**config.mk**
```make
export PLATFORM = sky130hd
export DESIGN_NAME = aapr_cordic_cell
export DESIGN_NICKNAME = d
export VERILOG_FILES = /design/src/sv/aapr_pkg.sv /design/src/sv/aapr_cordic_cell.sv
export SDC_FILE = /design/constraint.sdc
export NUM_CORES = 1
export LEC_CHECK = 0
export BUFFER_PORTS_ARGS = -buffer_cell sky130_fd_sc_hd__buf_2
export CAP_MARGIN = 20
export CORE_AREA = 10 10 265 267
export DETAILED_ROUTE_END_ITERATION = 8
export DIE_AREA = 0 0 275 277
export PLACE_DENSITY = 0.51
export SYNTH_ARGS = -nofsm -noshare
export SYNTH_HDL_FRONTEND = slang
export SYNTH_SLANG_ARGS = --single-unit
```
**constraint.sdc**
```tcl
create_clock -name clk -period 4.4 [get_ports clk]
set_clock_uncertainty 0.2 [all_clocks]
set_input_delay 0.66 -clock clk [delete_from_list [all_inputs] [get_ports clk]]
set_output_delay 0.66 -clock clk [all_outputs]
set_load 0.005 [all_outputs]
```
**src/sv/aapr_pkg.sv**
```systemverilog
package aapr_pkg;

    localparam int TAB_LEN = 24;

    localparam logic signed [33:0] Q30_ONE     = 34'sd1073741824;
    localparam logic signed [33:0] Q30_HALF_PI = 34'sd1686629713;
    localparam logic signed [33:0] Q30_PI      = 34'sd3373259426;
    localparam logic signed [33:0] INV_GAIN    = 34'sd652032874;

    localparam logic signed [43:0] SAT_MAX = 44'sd2147483647;
    localparam logic signed [43:0] SAT_MIN = -44'sd2147483648;

    // offset, centre and axis travelling beside the sine/cosine work
    typedef struct packed {
        logic signed [32:0] dx;
        logic signed [32:0] dy;
        logic signed [32:0] dz;
        logic signed [31:0] cx;
        logic signed [31:0] cy;
        logic signed [31:0] cz;
        logic signed [15:0] ax;
        logic signed [15:0] ay;
        logic signed [15:0] az;
    } geom_t;

    typedef struct packed {
        geom_t              g;
        logic               neg;
        logic signed [33:0] x;
        logic signed [33:0] y;
        logic signed [33:0] z;
    } cordic_t;

    // matrix entries in Q24, row major
    typedef struct packed {
        geom_t           g;
        logic [8:0][30:0] mq;
    } mat_t;

    function automatic logic signed [33:0] atan_q30(input logic [4:0] idx);
        logic signed [33:0] r;
        begin
            case (idx)
                5'd0:    r = 34'sh3243F6A8;
                5'd1:    r = 34'sh1DAC6705;
                5'd2:    r = 34'sh0FADBAFC;
                5'd3:    r = 34'sh07F56EA6;
                5'd4:    r = 34'sh03FEAB76;
                5'd5:    r = 34'sh01FFD55B;
                5'd6:    r = 34'sh00FFFAAA;
                5'd7:    r = 34'sh007FFF55;
                5'd8:    r = 34'sh003FFFEA;
                5'd9:    r = 34'sh001FFFFD;
                5'd10:   r = 34'sh000FFFFF;
                5'd11:   r = 34'sh0007FFFF;
                5'd12:   r = 34'sh0003FFFF;
                5'd13:   r = 34'sh0001FFFF;
                5'd14:   r = 34'sh0000FFFF;
                5'd15:   r = 34'sh00007FFF;
                5'd16:   r = 34'sh00003FFF;
                5'd17:   r = 34'sh00001FFF;
                5'd18:   r = 34'sh00000FFF;
                5'd19:   r = 34'sh000007FF;
                5'd20:   r = 34'sh000003FF;
                5'd21:   r = 34'sh000001FF;
                5'd22:   r = 34'sh000000FF;
                5'd23:   r = 34'sh0000007F;
                default: r = 34'sd0;
            endcase
            return r;
        end
    endfunction

    // round half up, floor shift
    function automatic logic signed [67:0] rnd68(input logic signed [67:0] v, input int n);
        logic signed [67:0] half;
        begin
            half = 68'sd1 <<< (n - 1);
            return (v + half) >>> n;
        end
    endfunction

endpackage

```
**src/sv/aapr_cordic_cell.sv**
```systemverilog
module aapr_cordic_cell #(
    parameter int STAGE = 0
) (
    input  logic             clk,
    input  logic             en,
    input  aapr_pkg::cordic_t din,
    output aapr_pkg::cordic_t dout
);
    import aapr_pkg::*;

    cordic_t            dout_reg;
    cordic_t            dout_next;
    logic signed [33:0] dxs;
    logic signed [33:0] dys;
    logic signed [33:0] at;

    assign dxs = din.y >>> STAGE;
    assign dys = din.x >>> STAGE;
    assign at  = atan_q30(5'(STAGE));

    always_comb
    begin
        dout_next = din;
        if (!din.z[33])
        begin
            dout_next.x = din.x - dxs;
            dout_next.y = din.y + dys;
            dout_next.z = din.z - at;
        end
        else
        begin
            dout_next.x = din.x + dxs;
            dout_next.y = din.y - dys;
            dout_next.z = din.z + at;
        end
    end

    always_ff @(posedge clk)
    begin
        if (en)
            dout_reg <= dout_next;
    end

    assign dout = dout_reg;

endmodule

```
=== Yosys cells after proc, flatten, opt, wreduce, memory -nomap -nowiden ===
Index checks and enable logic that the tools add are counted.

* Register bits after elaboration: 346
* Logic and storage cells: 19

* $add $sub $neg: 5
* Mux-type cells: 1

{| class="wikitable"
|+ Operators by type and width
! kind !! count
|-
| 102-bit 2-to-1 mux || 1
|-
| 34-bit subtractor || 2
|-
| 34-bit by 31-bit adder with 34-bit output (second input constant) || 1
|-
| 34-bit adder || 1
|-
| 34-bit by 31-bit subtractor with 34-bit output (second input constant) || 1
|}

=== Depth between registers and ports, before layout ===
* Depth in word-level cells: 2
* Gate-level depth with buffers: 12

=== Least setup slack after synthesis ===
OpenSTA, ideal clock, no wires.

* Kind: input to register
* Start point: input din[33] (netlist bit)
* End point: register dout_reg, in the netlist dout[29] (data pin)
* Data arrival time: 3633 ps
* Library setup time: 266 ps
* Buffers on the path: 2
* Data required time: 3934 ps
* Slack: 301 ps
* Cell stages on the path: 12
* Cell sequence: clkbuf_1 clkinv_1 buf_2 fa_1 a211oi_2 nor2_1 o31a_1 a211o_1 a311o_1 a21oi_4 nor3_1 or3b_1

{| class="wikitable"
|+ RTL lines
! element !! RTL line !! source
|-
| start: declaration || aapr_cordic_cell.sv:6 || <nowiki>input aapr_pkg::cordic_t din,</nowiki>
|-
| end signal: assignment || aapr_cordic_cell.sv:41 || <nowiki>dout_reg <= dout_next;</nowiki>
|-
| end: declaration || aapr_cordic_cell.sv:11 || <nowiki>cordic_t dout_reg;</nowiki>
|}

==> impl_metrics.toml <==
[power]
p_int_mw = 6.80
p_total_mw = 9.60
power_density_mw_per_mm2 = 403
p_switching_mw = 2.80
ir_worst_vdd_mv = 0.253
leakagePower_nw = 10.3
comb_power_share = 0.209
power_frac_clock = 0.357
p_seq_frac = 0.434
switching_share = 0.292

[placed_design]
place_congestion = 0.922
dpl-instance-area_sq_mm = 0.0225
place_hpwl_mm = 70.6
portBuffers = 693

[critical_path]
critPathTopFamily = "compound AO/OA/AOI/OAI gates"
path_common_cell = "inv_1"
path_depth = 11
crit_path_end_kind = "flop"
cp_slowest_cell = "ha_1"
path_buf_inv = 3
cp_max_fo = 13
worstPathArrival_ns = 3.68
crit_chain = "buf_2 > inv_1 > ha_1 > inv_1 > a221oi_1 > o221ai_1 > a22oi_1 > nand3_1 > a211oi_1 > o32ai_1 > xnor2_1"
critPathRequiredTime_ns = 4.51
critPathKind = "input pin to flop"
max_stage_delay_ns = 0.55
startpoint_type = "input pin"

[synth]
synthArstFlopShare = 0
synth_fp_nets = 1942
netlist_area_sq_mm = 0.0178
synth.most_common_cell = "edfxtp_1"
syn_inst = 1462
synth_top_cell_area_share = 0.580
yosys-top-cells-area = "edfxtp_1, ha_1, a21oi_1"
yosysSeqAreaShare = 0.580
synth_edf_count = 345
synthFlopType = "edfxtp_1"
synth_common_cells = "edfxtp_1, ha_1, a21oi_1"
syn_area_per_cell_sq_um = 12.2
synth.ff_latch_count = 345
yosys_warnings = 0
yosysTopAreaCell = "edfxtp_1"
ys_types = 77

[timing]
worstMarginPinSlew_ns = 0.807
fin_setup_tns_ns = 0
slew_headroom = 0.448
setup_viol_count_final = 0
timing.final.crit_period_ns = 3.57
fmax_mhz = 280
hold_violations = 0
rsz0062_at_grt = "no"
fin_crit_sh = 0.811
slew_violations = 0
hold_ws_ns = 0.0647

[floorplan]
io_pins = 694
die_y_um = 277
die_w_um = 275
start_util = 0.274
fp.coreArea_sq_mm = 0.0652
fp.dieArea_sq_mm = 0.0762
num_rows = 94

[hold_path]
hp-class = "input pin to flop"
whs_path_depth = 1
hold_end = "dout[120]$_DFFE_PP_"
hp-start = "din[120]"

[route]
ant_nets = 0
drcViolationCount = 0
wl_per_cell_um = 27.4
first_pass_iters = 5
wl_met2_mm = 42.1
vias = 15052
vias_per_cell = 4.87
top_layer = "met5"
m1WireLength_mm = 30.1
wl_met3_mm = 9.58
drt_iter0_drc = 1397
routed_wl_mm = 84.7

[cells_and_area]
nets = 2661
final_area_sq_mm = 0.0238
area_growth_syn_to_layout_pct = 33.6
seq_area_sq_mm = 0.0104
largest_reg_flops = 345
multi_input_area_sq_mm = 0.00683
post_route_cells_drive_above_1_share = 0.368
n_fill_cell = 6594

[clocking]
tritoncts = "yes"
root_buffer = "clkbuf_16"
numCtsBuffers = 42
htree_num_levels = 2
cts_setup_buffers = 0
clk_pin_slew_worst_paths_ns = 0.06
clock_sinks = 345
ctsHoldBuffers = 0
cts_max_path_buffers = 3
ctsResizeCount = 0

[grt]
grt_pass1_wl_mm = 115
track_usage = 0.210
grt_max_degree = 98
grt_pass1_vias = 14896
grt-ovfl-total = 0
grt_antenna_before_repair = 36

[outcome]
outcome = "complete, no violations"

[flow_run]
maxCapViolCount = 0
[metal layers]
| metal | vias up | track usage |
|---|---|---|
| met5 | - | 0 |
| met4 | 44 | 0.0671 |
| met3 | 143 | 0.0940 |
| met2 | 629 | 0.366 |
| met1 | 7326 | 0.222 |
| li1 | 6910 | - |
[worst max path at each step]
stage	start	end	slack, ns
2_1_floorplan	din[33]	dout[29]$_DFFE_PP_	0.30
3_3_place_gp	din[33]	dout[29]$_DFFE_PP_	0.34
3_5_place_dp	din[34]	dout[66]$_DFFE_PP_	0.33
4_1_cts	din[33]	dout[32]$_DFFE_PP_	0.91
5_1_grt	din[33]	dout[32]$_DFFE_PP_	0.70
6_report	din[47]	dout[67]$_DFFE_PP_	0.83
[layout by cell type, fill, tap and decap left out, drive strengths merged, types with 13 or more instances in the layout]
| cell type | netlist | routed |
|---|---|---|
| edfxtp | 345 | 345 |
| nor3 | 22 | 22 |
| nand2 | 56 | 56 |
| a21oi | 128 | 128 |
| inv | 113 | 115 |
| o31ai | 17 | 17 |
| o21ai | 73 | 73 |
| nor2 | 99 | 99 |
| o211ai | 17 | 17 |
| xor2 | 15 | 15 |
| nand3 | 25 | 25 |
| diode | 0 | 13 |
| nand4 | 18 | 18 |
| a211oi | 24 | 24 |
| mux2i | 18 | 18 |
| ha | 128 | 128 |
| o21a | 19 | 19 |
| xnor2 | 68 | 68 |
| o21bai | 19 | 19 |
| clkinv | 2 | 23 |
| nor2b | 17 | 17 |
| clkbuf | 22 | 47 |
| buf | 30 | 727 |
| a21o | 38 | 38 |
[power by group through the flow]
stage | sequential [mW] | clock, mW | combinational, mW
final | 4.17 | 3.43 | 2.01
after global routing | 4.20 | 3.66 | 2.18
after CTS | 4.17 | 3.54 | 2.04
after detailed placement | 4.23 | 0 | 2.02
after global placement | 4.23 | 0 | 2.03
after floorplan | 4.24 | 0 | 0.860
[per-stage QoR]
stage               instances   util  worst slack [ns]
finish                   3090  0.366             0.829
global route             3081  0.366             0.699
global placement         3001  0.345             0.344
CTS                      3077  0.365             0.907
floorplan                1462      -             0.301
detailed placement       3001  0.345             0.326
[kinds of logic (layout without fill, tap and decap cells)]
kind of cell    after synthesis  after routing  share of synthesized area
other cells                   0             13                          0
mux                          18             18                     0.0101
flops                       345            345                      0.580
buf+inv                     167            918                     0.0372
fa+ha+maj                   132            132                     0.0942
compound gates              417            417                      0.155
simple gates                300            300                     0.0824
xor+xnor                     83             83                     0.0407
[area by class of cell]
type,count,area share
clock inverter,29,0.0105
timing repair buffer,727,0.158
inverter,115,0.0181
sequential,345,0.434
multi-input combinational,950,0.286
tap,864,0.0453
antenna,13,0.00136
clock buffer,47,0.0458
Power figures use the tool's default switching activity.
